[config.mk]
export PLATFORM = sky130hd
export DESIGN_NAME = ptt_cell
export DESIGN_NICKNAME = d
export VERILOG_FILES = /design/src/sv/ptt_pkg.sv /design/src/sv/ptt_cell.sv
export SDC_FILE = /design/constraint.sdc
export NUM_CORES = 1
export LEC_CHECK = 0
export ABC_AREA = 1
export BUFFER_PORTS_ARGS = -buffer_cell sky130_fd_sc_hd__buf_2
export CORE_ASPECT_RATIO = 0.5
export CORE_MARGIN = 5
export CORE_UTILIZATION = 49
export DETAILED_ROUTE_END_ITERATION = 8
export GPL_TIMING_DRIVEN = 0
export MAX_ROUTING_LAYER = met4
export PLACE_DENSITY = 0.83
export REMOVE_ABC_BUFFERS = 1
export SYNTH_ARGS = -nofsm -noshare
export SYNTH_HDL_FRONTEND = slang
export SYNTH_SLANG_ARGS = --single-unit
[constraint.sdc]
create_clock -name clock -period 5.56 [get_ports clock]
set_clock_uncertainty 0.05 [all_clocks]
set_input_delay 1.112 -clock clock [delete_from_list [all_inputs] [get_ports clock]]
set_output_delay 1.112 -clock clock [all_outputs]
set_load 0.005 [all_outputs]
[src/sv/ptt_pkg.sv]
// Types and constants of the priority task table.
package ptt_pkg;

   localparam int ENTRIES_DEF   = 64;
   localparam int ID_BITS_DEF   = 16;
   localparam int PRIO_BITS_DEF = 32;
   localparam int FIELD_ID_W    = 16;
   localparam int FIELD_PRIO_W  = 32;

   typedef enum logic [1:0] {
      OP_ADD    = 2'd0,
      OP_EDIT   = 2'd1,
      OP_REMOVE = 2'd2,
      OP_TOP    = 2'd3
   } opcode_type;

   typedef enum logic [1:0] {
      ST_OK      = 2'd0,
      ST_EMPTY   = 2'd1,
      ST_FULL    = 2'd2,
      ST_MISSING = 2'd3
   } status_type;

   typedef enum logic [1:0] {
      WR_NONE = 2'd0,
      WR_FILL = 2'd1,
      WR_PRIO = 2'd2,
      WR_FREE = 2'd3
   } wr_kind_type;

   typedef enum logic [1:0] {
      S_IDLE   = 2'd0,
      S_SCAN   = 2'd1,
      S_FINISH = 2'd2
   } state_type;

   typedef struct packed {
      opcode_type              opcode;
      logic [FIELD_ID_W-1:0]   task_id;
      logic [FIELD_ID_W-1:0]   user_id;
      logic [FIELD_PRIO_W-1:0] priority_req;
   } req_type;

   typedef struct packed {
      status_type            status;
      logic [FIELD_ID_W-1:0] top_user;
   } rsp_type;

   // Control part of the search word that travels down the cell chain.
   typedef struct packed {
      logic       vld;
      opcode_type op;
      logic       hit;
      logic       free_ok;
      logic       top_ok;
   } scan_flags_type;

endpackage

[src/sv/ptt_cell.sv]
// One table slot: holds a task and updates the passing search word.
module ptt_cell #(
   parameter int ENTRIES   = ptt_pkg::ENTRIES_DEF,
   parameter int ID_BITS   = ptt_pkg::ID_BITS_DEF,
   parameter int PRIO_BITS = ptt_pkg::PRIO_BITS_DEF,
   parameter int SLOT      = 0,
   localparam int SLOT_BITS = $clog2(ENTRIES)
) (
   input  logic                   clock,
   input  logic                   reset,
   input  ptt_pkg::scan_flags_type in_flags,
   input  logic [ID_BITS-1:0]     in_id,
   input  logic [ID_BITS-1:0]     in_user,
   input  logic [PRIO_BITS-1:0]   in_prio,
   input  logic [SLOT_BITS-1:0]   in_hit_slot,
   input  logic [SLOT_BITS-1:0]   in_free_slot,
   input  logic [PRIO_BITS-1:0]   in_top_prio,
   input  logic [ID_BITS-1:0]     in_top_id,
   input  logic [ID_BITS-1:0]     in_top_user,
   input  logic [SLOT_BITS-1:0]   in_top_slot,
   output ptt_pkg::scan_flags_type out_flags,
   output logic [ID_BITS-1:0]     out_id,
   output logic [ID_BITS-1:0]     out_user,
   output logic [PRIO_BITS-1:0]   out_prio,
   output logic [SLOT_BITS-1:0]   out_hit_slot,
   output logic [SLOT_BITS-1:0]   out_free_slot,
   output logic [PRIO_BITS-1:0]   out_top_prio,
   output logic [ID_BITS-1:0]     out_top_id,
   output logic [ID_BITS-1:0]     out_top_user,
   output logic [SLOT_BITS-1:0]   out_top_slot,
   input  ptt_pkg::wr_kind_type   wr_kind,
   input  logic [SLOT_BITS-1:0]   wr_slot,
   input  logic [ID_BITS-1:0]     wr_id,
   input  logic [ID_BITS-1:0]     wr_user,
   input  logic [PRIO_BITS-1:0]   wr_prio
);

   localparam logic [SLOT_BITS-1:0] MY_SLOT = SLOT_BITS'(SLOT);

   logic                   live_ff, live_in;
   logic [ID_BITS-1:0]     task_ff, task_in;
   logic [ID_BITS-1:0]     user_ff, user_in;
   logic [PRIO_BITS-1:0]   prio_ff, prio_in;

   ptt_pkg::scan_flags_type flags_ff, flags_in;
   logic [ID_BITS-1:0]     id_ff, user_word_ff;
   logic [PRIO_BITS-1:0]   prio_word_ff;
   logic [SLOT_BITS-1:0]   hit_slot_ff, hit_slot_in;
   logic [SLOT_BITS-1:0]   free_slot_ff, free_slot_in;
   logic [PRIO_BITS-1:0]   top_prio_ff, top_prio_in;
   logic [ID_BITS-1:0]     top_id_ff, top_id_in;
   logic [ID_BITS-1:0]     top_user_ff, top_user_in;
   logic [SLOT_BITS-1:0]   top_slot_ff, top_slot_in;

   logic better;

   always_comb begin
      live_in = live_ff;
      task_in = task_ff;
      user_in = user_ff;
      prio_in = prio_ff;
      if (wr_slot == MY_SLOT) begin
         case (wr_kind)
            ptt_pkg::WR_FILL: begin
               live_in = 1'b1;
               task_in = wr_id;
               user_in = wr_user;
               prio_in = wr_prio;
            end
            ptt_pkg::WR_PRIO: prio_in = wr_prio;
            ptt_pkg::WR_FREE: live_in = 1'b0;
            default: ;
         endcase
      end
   end

   // Ties on priority go to the larger id; ids of live tasks are unique.
   assign better = live_ff && (!in_flags.top_ok || (prio_ff > in_top_prio) ||
                   ((prio_ff == in_top_prio) && (task_ff > in_top_id)));

   always_comb begin
      flags_in     = in_flags;
      hit_slot_in  = in_hit_slot;
      free_slot_in = in_free_slot;
      top_prio_in  = in_top_prio;
      top_id_in    = in_top_id;
      top_user_in  = in_top_user;
      top_slot_in  = in_top_slot;
      if (live_ff && (task_ff == in_id) && !in_flags.hit) begin
         flags_in.hit = 1'b1;
         hit_slot_in  = MY_SLOT;
      end
      if (!live_ff && !in_flags.free_ok) begin
         flags_in.free_ok = 1'b1;
         free_slot_in     = MY_SLOT;
      end
      if (better) begin
         flags_in.top_ok = 1'b1;
         top_prio_in     = prio_ff;
         top_id_in       = task_ff;
         top_user_in     = user_ff;
         top_slot_in     = MY_SLOT;
      end
   end

   always_ff @(posedge clock) begin
      if (reset) begin
         live_ff  <= 1'b0;
         flags_ff <= '0;
      end else begin
         live_ff  <= live_in;
         flags_ff <= flags_in;
      end
   end

   always_ff @(posedge clock) begin
      task_ff      <= task_in;
      user_ff      <= user_in;
      prio_ff      <= prio_in;
      id_ff        <= in_id;
      user_word_ff <= in_user;
      prio_word_ff <= in_prio;
      hit_slot_ff  <= hit_slot_in;
      free_slot_ff <= free_slot_in;
      top_prio_ff  <= top_prio_in;
      top_id_ff    <= top_id_in;
      top_user_ff  <= top_user_in;
      top_slot_ff  <= top_slot_in;
   end

   assign out_flags     = flags_ff;
   assign out_id        = id_ff;
   assign out_user      = user_word_ff;
   assign out_prio      = prio_word_ff;
   assign out_hit_slot  = hit_slot_ff;
   assign out_free_slot = free_slot_ff;
   assign out_top_prio  = top_prio_ff;
   assign out_top_id    = top_id_ff;
   assign out_top_user  = top_user_ff;
   assign out_top_slot  = top_slot_ff;

endmodule

# Word level (Yosys, flattened, before mapping)
# Cells that the tools add are included.
# W data, S select, Z words.
dict set report word_totals {
  register_bits 217
  in_bits 226
  output_inout_bits 152
  word_cells 49
}
dict set report op_classes {
  order_cmp 2
  n_eq_ne 5
  muxes 7
  n_reduce_logical 17
}
# cell n
set op_table {}
lappend op_table {{$eq A32 B32 Y1} 1}
lappend op_table {{$gt A32 B32 Y1} 1}
lappend op_table {{$mux W16} 2}
lappend op_table {{$mux W32} 1}
lappend op_table {{$eq A16 B16 Y1} 1}
lappend op_table {{$gt A16 B16 Y1} 1}
lappend op_table {{$logic_not A6 Y1} 1}
lappend op_table {{$reduce_and A2 Y1} 3}
lappend op_table {{$logic_and A1 B1 Y1} 5}
lappend op_table {{$eq A2 B2 Y1 const B} 2}
lappend op_table {{$logic_not A1 Y1} 4}
lappend op_table {{$mux W1} 3}
lappend op_table {{$eq A2 B1 Y1 const B} 1}
lappend op_table {{$logic_or A1 B1 Y1} 2}
lappend op_table {{$pmux W1 S2} 1}
lappend op_table {{$reduce_bool A2 Y1} 1}
lappend op_table {{$reduce_or A2 Y1} 1}

# Longest topological paths before layout
dict set report depth {
  ltp_word 5
  mapped_depth 19
}

# Worst setup path before layout
# Ideal clock, no wire load.
dict set report synth_timing {
  kind {input to register}
  start {input wr_slot[3]}
  end {register task_ff[0], enable pin}
  arrival_time_ps 2798
  path_slack_ps 2289
  path_stages 4
  n_path_buf 0
  path_cell_list {nor2_1 -> and3_1 -> inv_1 -> nor2_1}
}
dict set report synth_between {
  elab_chain_len 2
}
# item line
set synth_rtl {}
lappend synth_rtl {{start: declaration} ptt_cell.sv:32} ;# input logic [SLOT_BITS-1:0] wr_slot,
lappend synth_rtl {{$logic_not A6 Y1} ptt_cell.sv:62} ;# if (wr_slot == MY_SLOT) begin
lappend synth_rtl {{$reduce_and A2 Y1 (no source line)} --}
lappend synth_rtl {{end signal: assignment} ptt_cell.sv:117} ;# task_ff <= task_in;
lappend synth_rtl {{end: declaration} ptt_cell.sv:41} ;# logic [ID_BITS-1:0] task_ff, task_in;
# Every way passes these cells.
# A chain may end at the register's enable or synchronous reset.

# Worst setup path in the final report
dict set report layout_timing {
  start {input in_top_prio[27]}
  end {register top_user_ff[14], in the netlist out_top_user[14]}
}
dict set report layout_between {
  elab_chain_len 5
  elab_cells_between_ends 7
  classes_between {order compare: 1; eq/ne: 1; mux: 1; reduce/logical: 4}
}
# item line
set layout_rtl {}
lappend layout_rtl {{start: declaration} ptt_cell.sv:17} ;# input logic [PRIO_BITS-1:0] in_top_prio,
lappend layout_rtl {{$gt A32 B32 Y1 / $eq A32 B32 Y1 (equally long branches)} {ptt_cell.sv:78, ptt_cell.sv:79}}
lappend layout_rtl {{$logic_or A1 B1 Y1 / $logic_and A1 B1 Y1 (equally long branches)} {ptt_cell.sv:78, ptt_cell.sv:79}}
lappend layout_rtl {{$logic_or A1 B1 Y1 *} ptt_cell.sv:78} ;# assign better = live_ff && (!in_flags.top_ok || (prio_ff > in_top_prio) ||
lappend layout_rtl {{$logic_and A1 B1 Y1 *} ptt_cell.sv:78}
lappend layout_rtl {{$mux W16 *} ptt_cell.sv:97} ;# if (better) begin
lappend layout_rtl {{named net top_user_in[14]} ptt_cell.sv:52} ;# logic [ID_BITS-1:0] top_user_ff, top_user_in;
lappend layout_rtl {{end signal: assignment} ptt_cell.sv:127} ;# top_user_ff <= top_user_in;
lappend layout_rtl {{end: declaration} ptt_cell.sv:52}
# The timed path passes the listed nets; every way through them passes the cells marked *.

==> run_results.csv <==
group,metric,value,unit
global_route,grt.total_usage,23.6,%
final_layout,most-common-layout-cells,"buf_2, nand2_1, dfxtp_1",
sta,setup_ws,1.73,ns
placed_design,dp_slack,1.31,ns
logic_synthesis,synth_compound_area_share,3.46,%
final_layout,drive_gt1_share,36.6,%
global_route,wire_length_of_the_first_global_routing_pass,33900,um
sta,final.setup.tns,0,ns
sta,grt_setup_unrepaired,"no",
logic_synthesis,synth_simple_gate_area_share,16.8,%
placed_design,detailedPlacementHpwl,17100,um
detailed_routing,remaining_drc_errors,0,
critical_path,worst_setup_slack_for_register_to_register_paths,2.05,ns
sta,finalSetupViolCount,0,
clocking,cts_post_setup_buffers_inserted,0,
logic_synthesis,synth_top_family_by_area,"simple AND/OR/NAND/NOR gates",
global_route,global_routing_met2_resource_utilization,43.6,%
logic_synthesis,yosys_warning_count,0,
status,outcome,"complete, no violations",
global_route,grt_overflow_total,0,
logic_synthesis,synth_top_area_cell,"dfxtp_1",
global_route,global_route.peak_usage_layer,"met2",
floorplan,die-width,187,um
global_route,maximum_number_of_pins_on_one_net_before_global_route_repair,76,
detailed_routing,num_vias,6488,
critical_path,crit_path_end,"out_top_user[14]",
power,ir_worst_vdd,234,uV
power,p_per_area,322,nW/um^2
logic_synthesis,netlist_area,7700,sq um
critical_path,critPathArrivalTime,4.15,ns
detailed_routing,drt_first_iter_violations,320,
floorplan,num_rows,32,
critical_path,crit_path_max_fanout,71,
final_layout,post-route-cell-area,10400,sq um
placed_design,dp_cells,1305,
sta,timing.final.crit_share,68.8,%
sta,maxSlewViolCount,0,
floorplan,start_util,50.0,%
sta,max_freq,261,MHz
min_path,timing.hold.worst.start,"user_ff[14]",
logic_synthesis,synth-seq-cells,217,
floorplan,design.portCount,378,
clocking,cts_num_sinks,217,
logic_synthesis,yosys-top-cells-area,"dfxtp_1, edfxtp_1, nand2_1",
floorplan,floorplan.core_area,15400,sq um
final_layout,finalNetCount,1399,
logic_synthesis,syn_avg_cell_area,10.4,sq um
clocking,clkLatencyLatePin,0.49,ns
logic_synthesis,post-synth-top-area-fraction,39.8,%
critical_path,required,5.88,ns
clocking,cts_hold_buf,0,
final_layout,fin_cells,1341,
logic_synthesis,synth_adder_area_share,8.12,%
clocking,cts.path.max_buffers,3,
logic_synthesis,post_synth_inst_count,744,
clocking,clk_transition_reported_paths,0.07,ns
placed_design,numPortBuffers,377,
floorplan,die_height,98.7,um
clocking,cts_tree,"built",
placed_design,placed_cell_area,9750,sq um
sta,tightestPinTransition,1.03,ns
sta,max_slew_margin,31.1,%
detailed_routing,drt.antenna.violating_nets,0,
critical_path,setup.worst_path.class,"in -> reg",
placed_design,place_congestion,0.911,
logic_synthesis,synth.distinct_cells,28,
critical_path,r2r_start,"prio_ff[27]",
global_route,vias_in_the_first_global_route,6657,
detailed_routing,detail_route.vias_per_cell,4.84,
clocking,cts_made_buffers,20,
final_layout,layout_commonest_cell,"buf_2",
sta,timing.hold.ws,0.431,ns
final_layout,postLayoutCoreUtil,67.6,%
critical_path,endpoint_kind,"register",
floorplan,dieArea,18500,sq um
detailed_routing,detail_route.wl_per_cell,16.7,um
detailed_routing,totalWireLength,22400,um
clocking,cts_htree_levels,1,
sta,final_hold_violation_count,0,
power,static-leakage-power,5.44,nW
sta,period_needed,3.83,ns
global_route,grt.met3_usage,4.21,%
critical_path,reg2reg_to,"out_top_user[14]",
final_layout,area_delta_synth_final,35.3,%
run,max-cap-violations,0,
logic_synthesis,ys_seq_area_share,64.7,%
min_path,min-delay-path-class,"reg -> reg",
clocking,post_cts.resized_instances,0,
global_route,grt_antenna_before_repair,0,
critical_path,setup.worst_path.start_class,"input pin",
logic_synthesis,muxShareOfSynthArea,0,%
power,power,3.35,mW
detailed_routing,firstDrtPassIters,5,
final_layout,antenna-diode-count,0,
critical_path,worst_setup_path_startpoint,"in_top_prio[27]",
logic_synthesis,parity_gate_share_of_the_synthesized_area_counting_xor_and_xnor_cells,0.796,%
global_route,groute.layer.met1.usage,26.8,%
clocking,cts-root-buf,"clkbuf_16",
critical_path,reg2regPathDepth,12,
[cell usage after synthesis (all sizes together)]
library cell / instances
nor3: 2
o21bai: 1
dfxtp: 153
a211oi: 2
nand4: 4
a21boi: 6
nand2: 195
a21oi: 24
xnor2: 3
nor2: 39
buf: 14
ha: 50
o21ai: 8
a21o: 1
inv: 90
o22ai: 2
and3: 1
xor2: 4
edfxtp: 64
clkbuf: 7
o21a: 2
nand3: 72
[routing by layer]
layer / part of all wire, % / wire [um] / vias up
met1: 37 / 8280 / 3027
met4: 2.6 / 586 / 0
met2: 54 / 12100 / 261
met3: 6.5 / 1470 / 50
met5: 0 / 0 / -
li1: - / - / 3150
[layout make-up]
| cell class | instances | area (sq um) |
|---|---|---|
| clock buffer | 28 | 604 |
| clock inverter | 8 | 65.1 |
| fill | 1169 | 4990 |
| inverter | 90 | 338 |
| multi-input combinational | 416 | 2260 |
| sequential | 217 | 4990 |
| tap | 204 | 255 |
| timing repair buffer | 378 | 1910 |
[sequential cells by signal, summed over array words and instances, names as in the netlist, 16 cells and up]
signal and cells:
prio_ff 32, out_id 16, out_user 16, task_ff 16, out_prio 32, user_ff 16
out_top_user 16, out_top_prio 32, out_top_id 16
[where the power goes]
group          switching, mW  leakage (nW)  internal [mW]
registers             0.0168          1.87           1.69
clock network          0.577         0.328          0.808
logic                  0.132          3.25          0.131
total                  0.726          5.44           2.63
[critical path, cell delays in order]
cell	delay [ns]
buf_2	0.09
inv_1	0.04
ha_1	0.29
nand2_1	0.07
nor2_1	0.17
nand2_1	0.10
nor2_1	0.24
nand2_1	0.12
nor2_1	0.14
a21oi_2	0.09
nand2_4	0.61
nand2_4	0.63
nand2_1	0.28
nand2_1	0.07
[cells by family after synthesis]
kind of cell	count (synthesis)
AOI/OAI and AO/OA	46
buffers and inverters	111
DFF	217
xor gates and xnor gates	7
adders and majority gates	50
and+or+nand+nor	313
[worst min-delay path by stage]
| stage | to | slack (ns) | cells after the start |
|---|---|---|---|
| 2_1_floorplan | out_top_user[0] | 0.40 | 2 |
| 3_3_place_gp | out_top_user[15] | 0.40 | 2 |
| 3_5_place_dp | out_top_user[14] | 0.42 | 2 |
| 4_1_cts | out_top_user[14] | 0.44 | 2 |
| 5_1_grt | out_top_user[10] | 0.46 | 2 |
| 6_report | out_top_user[14] | 0.43 | 2 |
No activity file was read; power rests on OpenSTA's default activity.
